## config.mk

```make
export PLATFORM = sky130hd
export DESIGN_NAME = sscon_skid
export DESIGN_NICKNAME = d
export VERILOG_FILES = /design/src/rtl/sscon_pkg.sv /design/src/rtl/sscon_skid.sv
export SDC_FILE = /design/constraint.sdc
export NUM_CORES = 1
export LEC_CHECK = 0
export ABC_AREA = 1
export BUFFER_PORTS_ARGS = -buffer_cell sky130_fd_sc_hd__clkbuf_2
export CORE_MARGIN = 3
export CORE_UTILIZATION = 35
export DETAILED_ROUTE_END_ITERATION = 6
export GPL_TIMING_DRIVEN = 0
export HOLD_SLACK_MARGIN = 0.15
export SYNTH_ARGS = -nofsm -noshare
export SYNTH_HDL_FRONTEND = slang
export SYNTH_SLANG_ARGS = --single-unit
```

## constraint.sdc

```tcl
create_clock -name clock -period 80 [get_ports clock]
set_input_delay 16 -clock clock [delete_from_list [all_inputs] [get_ports clock]]
set_output_delay 16 -clock clock [all_outputs]
set_load 0.02 [all_outputs]
```

## src/rtl/sscon_pkg.sv

```systemverilog
// ----------------------------------------------------------------------------
// sscon_pkg
// Types, widths and helpers shared by the sphere pair contact pipeline.
// ----------------------------------------------------------------------------
`default_nettype none

package sscon_pkg;

   localparam int COORD_W   = 32;
   localparam int RADIUS_W  = 31;
   localparam int MAG_W     = 32;
   localparam int SQ_W      = 2 * MAG_W;
   localparam int ROOT_W    = SQ_W / 2;
   localparam int SCALED_W  = 31;
   localparam int QUOT_W    = 31;
   localparam int SHIFT_W   = 5;

   typedef struct packed {
      logic [2:0][MAG_W-1:0]   mag;
      logic [2:0]              neg;
      logic [2:0][COORD_W-1:0] ctc;
      logic [MAG_W-1:0]        rsum;
   } st1_type;

   typedef struct packed {
      logic [2:0][SQ_W-1:0]    sq;
      logic [SQ_W-1:0]         rsq;
      logic [2:0][MAG_W-1:0]   mag;
      logic [MAG_W-1:0]        mx;
      logic [2:0]              neg;
      logic [2:0][COORD_W-1:0] ctc;
      logic [MAG_W-1:0]        rsum;
   } st2_type;

   typedef struct packed {
      logic [SQ_W+1:0]         lo;
      logic [SQ_W-1:0]         rsq;
      logic [2:0][MAG_W-1:0]   mag;
      logic [SHIFT_W-1:0]      up;
      logic                    down;
      logic                    mxnz;
      logic [2:0]              neg;
      logic [2:0][COORD_W-1:0] ctc;
      logic [MAG_W-1:0]        rsum;
   } st3_type;

   typedef struct packed {
      logic                     hit;
      logic [SQ_W-1:0]          lo;
      logic [2:0][SCALED_W-1:0] c;
      logic                     mxnz;
      logic [2:0]               neg;
      logic [2:0][COORD_W-1:0]  ctc;
      logic [MAG_W-1:0]         rsum;
   } st4_type;

   typedef struct packed {
      logic                       hit;
      logic [SQ_W-1:0]            lo;
      logic [2:0][2*SCALED_W-1:0] cc;
      logic [2:0][SCALED_W-1:0]   c;
      logic                       mxnz;
      logic [2:0]                 neg;
      logic [2:0][COORD_W-1:0]    ctc;
      logic [MAG_W-1:0]           rsum;
   } st5_type;

   typedef struct packed {
      logic                     hit;
      logic [2:0][SCALED_W-1:0] c;
      logic                     mxnz;
      logic [2:0]               neg;
      logic [2:0][COORD_W-1:0]  ctc;
      logic [MAG_W-1:0]         rsum;
   } sqside_type;

   typedef struct packed {
      logic                    hit;
      logic                    mxnz;
      logic [2:0]              neg;
      logic [2:0][COORD_W-1:0] ctc;
      logic [MAG_W-1:0]        depth;
   } divside_type;

   typedef struct packed {
      logic                    hit;
      logic [2:0][COORD_W-1:0] normal;
      logic [2:0][COORD_W-1:0] contact;
      logic [MAG_W-1:0]        depth;
   } result_type;

   // leading zero count by binary search, input assumed nonzero
   function automatic logic [SHIFT_W-1:0] lead_zeros(input logic [31:0] y);
      logic [31:0]        t;
      logic [SHIFT_W-1:0] n;
      t = y;
      n = '0;
      if (t[31:16] == 16'h0) begin
         n[4] = 1'b1;
         t = {t[15:0], 16'h0};
      end
      if (t[31:24] == 8'h0) begin
         n[3] = 1'b1;
         t = {t[23:0], 8'h0};
      end
      if (t[31:28] == 4'h0) begin
         n[2] = 1'b1;
         t = {t[27:0], 4'h0};
      end
      if (t[31:30] == 2'h0) begin
         n[1] = 1'b1;
         t = {t[29:0], 2'h0};
      end
      if (t[31] == 1'b0) begin
         n[0] = 1'b1;
      end
      return n;
   endfunction

endpackage

`default_nettype wire

```

## src/rtl/sscon_skid.sv

```systemverilog
// ----------------------------------------------------------------------------
// sscon_skid
// Output register with one skid entry; holds the pipeline while it is full.
// ----------------------------------------------------------------------------
`default_nettype none

module sscon_skid (
   input  wire logic                   clock,
   input  wire logic                   reset,
   input  wire logic                   in_valid,
   input  wire sscon_pkg::result_type  in_data,
   output logic                        pipe_en,
   output logic                        out_valid,
   input  wire logic                   out_ready,
   output sscon_pkg::result_type       out_data
);

   logic                  out_v_ff;
   logic                  out_v_in;
   logic                  skid_v_ff;
   logic                  skid_v_in;
   sscon_pkg::result_type out_d_ff;
   sscon_pkg::result_type out_d_in;
   sscon_pkg::result_type skid_d_ff;
   sscon_pkg::result_type skid_d_in;
   logic                  take;
   logic                  arrive;

   assign pipe_en = ~skid_v_ff;
   assign arrive  = in_valid & pipe_en;
   assign take    = ~out_v_ff | out_ready;

   always_comb begin
      out_v_in  = out_v_ff;
      out_d_in  = out_d_ff;
      skid_v_in = skid_v_ff;
      skid_d_in = skid_d_ff;
      if (take) begin
         if (skid_v_ff) begin
            out_v_in  = 1'b1;
            out_d_in  = skid_d_ff;
            skid_v_in = 1'b0;
         end else begin
            out_v_in = arrive;
            out_d_in = in_data;
         end
      end else if (arrive) begin
         // park the transaction while the receiver stalls
         skid_v_in = 1'b1;
         skid_d_in = in_data;
      end
   end

   always_ff @(posedge clock) begin
      if (reset) begin
         out_v_ff  <= 1'b0;
         skid_v_ff <= 1'b0;
      end else begin
         out_v_ff  <= out_v_in;
         skid_v_ff <= skid_v_in;
      end
   end

   always_ff @(posedge clock) begin
      out_d_ff  <= out_d_in;
      skid_d_ff <= skid_d_in;
   end

   assign out_valid = out_v_ff;
   assign out_data  = out_d_ff;

endmodule

`default_nettype wire

```

Word level (Yosys, flattened, before mapping)

Cells that the tools add are included.

Bitwise logic cells: 5
Reduce and logical (&&, ||, !) cells: 2
Muxes and demuxes: 2

Operators by type and width:

| cell                | number |
|---|---|
| 2-to-1 mux 225 bit  | 1 |
| inverter 1 bit      | 3 |
| AND reduction 2 bit | 1 |
| OR reduction 2 bit  | 1 |
| bitwise AND 1 bit   | 1 |
| 2-to-1 mux 1 bit    | 1 |
| OR 1 bit            | 1 |

Output and inout bits: 227
Logic and storage cells: 27
Register bits after elaboration: 452

Longest topological paths before layout

Gate-level depths: netlist of the first run.

Depth in word-level cells: 4
Depth in mapped cells: 6
Gate-level depth less buffers: 3

Least setup slack after synthesis of the first run

OpenSTA, ideal clock, no wires.

Kind: input -> register
From: input port out_ready
To: register skid_d_ff[0] (netlist bit), enable pin
Library setup time: 2469 ps
Path slack: 42348 ps
Stages on the path: 3
Data required time: 77531 ps
Data arrival time: 35184 ps
Path through: inv_1 > nand2_1 > nor2_1

Cells in the longest elaborated chain, start to end: 3

RTL lines:

| what                          | RTL line         | text |
|---|---|---|
| start, declared               | sscon_skid.sv:14 | `input wire logic out_ready,` |
| OR 1 bit                      | sscon_skid.sv:31 | `assign take = ~out_v_ff \| out_ready;` |
| via take                      | sscon_skid.sv:26 | `logic take;` |
| inverter 1 bit (no line)      | --               |  |
| AND reduction 2 bit (no line) | --               |  |
| end signal, assigned          | sscon_skid.sv:66 | `skid_d_ff <= skid_d_in;` |
| end, declared                 | sscon_skid.sv:24 | `sscon_pkg::result_type skid_d_ff;` |

The timed path passes the listed nets, and every way through them passes these cells.
A chain may end at the register's enable or synchronous reset.

Worst setup path after layout of the first run

From: input port out_ready
To: register skid_d_ff[155] (netlist bit), enable pin

The elaborated chain is that of the path after synthesis.

==> results of run 1 <==
==> state kept, by name, summed over array words and instances, names as in the netlist <==
register	cells
out_data	225
out_valid	1
skid_d_ff	225
skid_v_ff	1
==> placed cells by master (no fill, tap or decap), types with 5 or more instances in the layout <==
cell type  count
clkbuf_1      12
bufinv_16      5
buf_2         23
edfxtp_1     450
nand2_1      677
clkinv_1      11
inv_6          5
buf_4         13
clkbuf_2     455
buf_6         10
buf_12         7
clkbuf_16     49
clkinv_2       8
==> how the worst max path moves through the flow <==
stage | end | start | slack, ns | depth (start not counted)
after floorplan | skid_d_ff[0] | out_ready | 42.35 | 3
after global placement | skid_d_ff[150] | out_ready | 18.42 | 4
after detailed placement | skid_d_ff[101] | out_ready | 61.25 | 8
after CTS | skid_d_ff[154] | out_ready | 61.85 | 8
after global routing | skid_d_ff[155] | out_ready | 61.69 | 8
final | skid_d_ff[155] | out_ready | 61.86 | 8
==> power by group through the flow <==
| stage | combinational (mW) | clock, mW | sequential [mW] |
|---|---|---|---|
| finish | 0.0464 | 0.218 | 0.279 |
| floorplan | 0.0103 | 0 | 0.300 |
| global placement | 0.0450 | 0 | 0.289 |
| CTS | 0.0472 | 0.225 | 0.280 |
| global route | 0.0505 | 0.234 | 0.281 |
| detailed placement | 0.0470 | 0 | 0.284 |
==> routing by layer <==
metal / track usage / vias up
li1: - / 5080
met1: 0.209 / 5050
met2: 0.260 / 416
met3: 0.0629 / 68
met4: 0.0466 / 4
met5: 0 / -
==> cells by family (layout without fill, tap and decap cells) <==
family / count (synthesis) / in the layout / synth area share
buf+inv: 53 / 605 / 0.0213
simple gates: 682 / 682 / 0.155
flops: 452 / 452 / 0.823
compound gates: 1 / 1 / 0.000304
==> worst max-delay path, delay by kind of cell <==
kind | cells | cell delay, ns
buffers and inverters | 6 | 1.12
AND/OR/NAND/NOR | 2 | 1.18
==> final cells by class <==
type,instances,share of cell area
sequential,452,0.636
tap,600,0.0353
timing repair buffer,466,0.119
multi-input combinational,683,0.121
buffer,50,0.0160
inverter,3,0.000529
clock buffer,57,0.0590
clock inverter,29,0.0129
==> metrics by stage <==
step	total power, mW	area, um2	std cells
after floorplan	0.311	16500	1188
after CTS	0.552	21300	2340
after global placement	0.334	19500	2243
after detailed placement	0.332	19800	2254
after global routing	0.565	21300	2340
final	0.544	21300	2340
==> flow_summary.yaml, run 1 <==
status:
  status: "finished clean"
setup_path:
  worstSetupStartpointType: "input pin"
  worstSetupEndpointType: "flop"
  worstSetupPathType: "in2reg"
  r2r_cells: 6
  cp_max_fo: 50
  r2r_end: "skid_d_ff[155]"
  r2r_start: "out_valid"
  slowest_delay_ns: 0.76
  rrSetupSlack_ns: 77.03
  worstPathRequired_ns: 80.25
  cp.arrival_ns: 18.38
  crit_chain: "clkbuf_2 -> inv_1 -> nand2_4 -> nor2_4 -> buf_12 -> buf_16 -> buf_12 -> buf_12"
  slowest_stage: "nor2_4"
  crit_path_frequent_cell: "buf_12"
routing:
  ant_nets: 0
  top_layer: "met5"
  dr_wl_met2_um: 19600
  wl_per_cell_um: 18.0
  firstDrtPassIters: 5
  routed_wl_um: 42000
  wl_met1_um: 17300
  dr_total_vias: 10600
  wl_met3_um: 4060
  viasPerCell: 4.54
  drcViolationCount: 0
  initialDrtViolationCount: 680
run:
  max_cap_viol_count: 0
yosys:
  synth_warnings: 0
  synth_edf_count: 450
  yosysTopAreaCell: "edfxtp_1"
  seq_area_frac_synth: 0.823
  synth_cell_types: 12
  ys_seq_elements: 452
  synth_area_leaders: "edfxtp_1, nand2_1, buf_2"
  synth_common_cells: "nand2_1, edfxtp_1, buf_2"
  ys.flop_type: "edfxtp_1"
  postSynthAreaPerCell_um2: 13.9
  synthCells: 1188
  synth_fp_nets: 1417
  synthArstFlopShare: 0
  synth_top_cell_area_share: 0.820
  syn_area_mm2: 0.0165
  yosysMostFrequentCell: "nand2_1"
sta:
  tns_ns: 0
  maxSlewViolCount: 0
  finalHoldViolCount: 0
  skew_ns: 0.0176
  fmax_mhz: 55.1
  rsz0062_at_grt: "no"
  slew_headroom: 0.456
  finalSetupViolations: 0
  hold_ws_ns: 0.514
  timing.final.crit_share: 0.227
  period_minus_slack_ns: 18.14
  setup_slack_ns: 61.86
  tightest_slew_ns: 0.815
finish:
  final_util: 0.463
  ff_latch_area_mm2: 0.0136
  final_net_count: 1933
  fill_cells: 4135
  multiInputGateArea_mm2: 0.00258
  antennaDiodeCount: 0
  drive_gt1_frac: 0.334
  synthToLayoutAreaGrowth_pct: 29.3
die:
  dieHeight_um: 223
  coreArea_mm2: 0.0460
  start_util: 0.358
  ios: 456
  die_w_um: 223
  dieArea_mm2: 0.0497
  num_rows: 78
clock_tree:
  clockRootBuffer: "clkbuf_16"
  cts.htree.levels: 2
  cts_made_buffers: 48
  cts_setup_buffers: 0
  clk_path_buf_depth: 3
  path_clk_slew_ns: 0.06
  cts_sinks: 452
  cts_resized: 0
  clock_latency_ns: 0.56
  postCtsHoldBufs: 0
  cts_tree: "done"
power:
  internal_power_mw: 0.419
  p_per_area_mw_per_mm2: 25.6
  switchingPower_mw: 0.126
  p_seq_frac: 0.513
  clkPwrFrac: 0.401
  irDropWorstVdd_mv: 0.0192
  switching_share: 0.231
  leakagePower_nw: 9.32
  pwr-share-comb: 0.085
min_path:
  worstHoldStart: "skid_d_ff[29]"
  hold_path.class: "reg2reg"
  min_path_cells: 2
  hold_end: "out_data[29]"
global_route:
  grt_overflow: 0
  grt_pass1_wl_um: 63100
  antenna_found_initial: 2
  groute.usage.overall: 0.163
  grt_pass1_vias: 10600
  grt_start_max_net_pins: 69
place:
  io_buffer_count: 455
  hpwl_um: 29600
  gp_congestion: 0.792
  dpl_worst_slack_ns: 61.25
Power figures use the tool's default switching activity.
==> inputs of run 2 (changes only) <==
- ABC_AREA: 1 -> 0
- clock period: 80 -> 15.6 ns (I/O delays scaled with it)
==> run 2 against run 1 <==
Net effect: area after synthesis down 0.46%; final cell count down 19%; clock power rose to 5.2 times the previous value; sequential power rose to 5.1 times the previous value; critical path type unchanged; sequential share of layout area down 0.26 points; power rose to 5.1 times the previous value; sequential cell count unchanged.
==> flow_summary.yaml, run 2 <==
status:
  status: "finished clean"
setup_path:
  crit_chain: "clkbuf_2 -> nand2b_4 -> nor3b_2 -> buf_6 -> buf_6 -> buf_6 -> buf_8 -> buf_8 -> buf_6 -> buf_6 -> buf_6"
  slowest_delay_ns: 0.87
  path_delay_family: "buffers and inverters"
  cp.arrival_ns: 6.08
  worstSetupEndpointType: "flop"
  crit_path_frequent_cell: "buf_6"
  critPathBufInv: 9
  cp_max_fo: 55
  worstSetupStartpointType: "input pin"
  worstSetupPathType: "in2reg"
  slowest_stage: "nor3b_2"
  worstPathRequired_ns: 15.87
yosys:
  ys_seq_elements: 452
  synthAdderAreaFrac: 0
  synthSimpleGateAreaFrac: 0.00137
  synth_area_leaders: "edfxtp_1, mux2_2, buf_6"
  synth_xor_area_frac: 0
  synthCells: 708
  yosys-mux-area-fraction: 0.155
  ys.flop_type: "edfxtp_1"
  synth_common_cells: "edfxtp_1, mux2_2, buf_6"
  syn_area_mm2: 0.0164
  seq_area_frac_synth: 0.827
  synth_top_family_by_area: "multiplexers"
  yosysMostFrequentCell: "edfxtp_1"
  synthArstFlopShare: 0
  synth_fp_nets: 937
  synth_cell_types: 11
  postSynthAreaPerCell_um2: 23.2
  yosysTopAreaCell: "edfxtp_1"
  synth_top_cell_area_share: 0.824
  synth_warnings: 0
  synth_compound_area_frac: 0.000305
  synth_edf_count: 450
die:
  die_w_um: 222
  dieArea_mm2: 0.0495
  num_rows: 78
  coreArea_mm2: 0.0459
  ios: 456
  dieHeight_um: 222
  start_util: 0.357
sta:
  fmax_mhz: 172
  rsz0062_at_grt: "no"
  period_minus_slack_ns: 5.81
  timing.final.crit_share: 0.372
  maxSlewViolCount: 0
  slew_headroom: 0.400
  tightest_slew_ns: 0.900
  skew_ns: 0.0137
  finalHoldViolCount: 0
  finalSetupViolations: 0
clock_tree:
  clk_path_buf_depth: 3
  clockRootBuffer: "clkbuf_16"
  cts.htree.levels: 2
  postCtsHoldBufs: 0
  path_clk_slew_ns: 0.06
  cts_resized: 0
  cts_setup_buffers: 0
  cts_tree: "done"
  cts_sinks: 452
  cts_made_buffers: 48
  clock_latency_ns: 0.57
power:
  p_seq_frac: 0.513
  leakagePower_nw: 8.20
  internal_power_mw: 2.15
  clkPwrFrac: 0.407
  p_per_area_mw_per_mm2: 130
  switchingPower_mw: 0.621
  power_mw: 2.77
  pwr-share-comb: 0.079
  irDropWorstVdd_mv: 0.102
  switching_share: 0.224
routing:
  wl_per_cell_um: 20.4
  ant_nets: 0
  drcViolationCount: 0
  initialDrtViolationCount: 466
  dr_total_vias: 8660
  routed_wl_um: 38400
  firstDrtPassIters: 6
  viasPerCell: 4.60
global_route:
  grt_overflow: 0
  grt_start_max_net_pins: 62
  antenna_found_initial: 5
  grt_pass1_wl_um: 57800
  grt_pass1_vias: 9308
  groute.usage.overall: 0.151
finish:
  final_common_cell: "clkbuf_2"
  final_util: 0.466
  fill_cells: 4004
  layout_common_cells: "clkbuf_2, edfxtp_1, mux2_2"
  final_net_count: 1469
  drive_gt1_frac: 0.633
  synthToLayoutAreaGrowth_pct: 30.4
place:
  gp_congestion: 0.761
  hpwl_um: 27800
  io_buffer_count: 455
run:
  max_cap_viol_count: 0
min_path:
  hold_path.class: "reg2reg"
[run 2: stage by stage]
step	setup WS, ns	setup TNS, ns	instances	area (um2)	hold WS, ns
final	9.79	0	1884	21400	0.533
after global placement	-18.15	-4078.27	1763	19400	0.527
after CTS	9.73	0	1880	21400	0.545
after floorplan	-6.67	-1500.42	708	16400	0.523
after global routing	9.54	0	1881	21400	0.551
after detailed placement	9.10	0	1790	19800	0.532
[run 2: worst reg2reg max path, delay by kind of cell (launching register included)]
family / cells / cell delay, ns
buffers and inverters: 8 / 1.45
AND/OR/NAND/NOR: 2 / 1.35
flip-flops: 1 / 0.37
[run 2: power groups by stage]
stage	clock (mW)	combinational (mW)	sequential, mW
6_report	1.13	0.220	1.42
5_1_grt	1.22	0.236	1.43
3_3_place_gp	0	0.213	1.47
4_1_cts	1.17	0.224	1.42
3_5_place_dp	0	0.224	1.45
2_1_floorplan	0	0.0529	1.52
[run 2: kinds of logic (layout without fill, tap and decap cells)]
family / after synthesis / in the layout
flip-flops: 452 / 452
multiplexers: 225 / 225
buffers and inverters: 26 / 598
AND/OR/NAND/NOR: 4 / 4
AO/OA/AOI/OAI: 1 / 1
other: 0 / 4
[run 2: area by class of cell]
class                           count  area (um2)  area share
Clock inverter                     32         282      0.0132
Multi-Input combinational cell    230        2570       0.120
Antenna cell                        4        10.0    0.000468
Timing Repair Buffer              482        2640       0.124
Clock buffer                       58        1290      0.0603
Inverter                            1        3.75    0.000176
Tap cell                          600         751      0.0351
Buffer                             25         278      0.0130
Sequential cell                   452       13600       0.634
[run 2: path summary, 6_finish.rpt]
path / from / to / slack, ns / cells after the start
worst max-delay path: out_ready / skid_d_ff[169] / 9.79 / 11
worst min-delay path: skid_d_ff[183] / out_data[183] / 0.53 / 1
worst max register to register: out_valid / skid_d_ff[169] / 12.13 / 10
worst min register to register: skid_d_ff[183] / out_data[183] / 0.53 / 1
[run 2: metal layers]
| layer | track usage | wire length (um) |
|---|---|---|
| met5 | 0 | 26 |
| met4 | 0.0513 | 1070 |
| met3 | 0.0576 | 3580 |
| met2 | 0.252 | 18600 |
| met1 | 0.182 | 15100 |
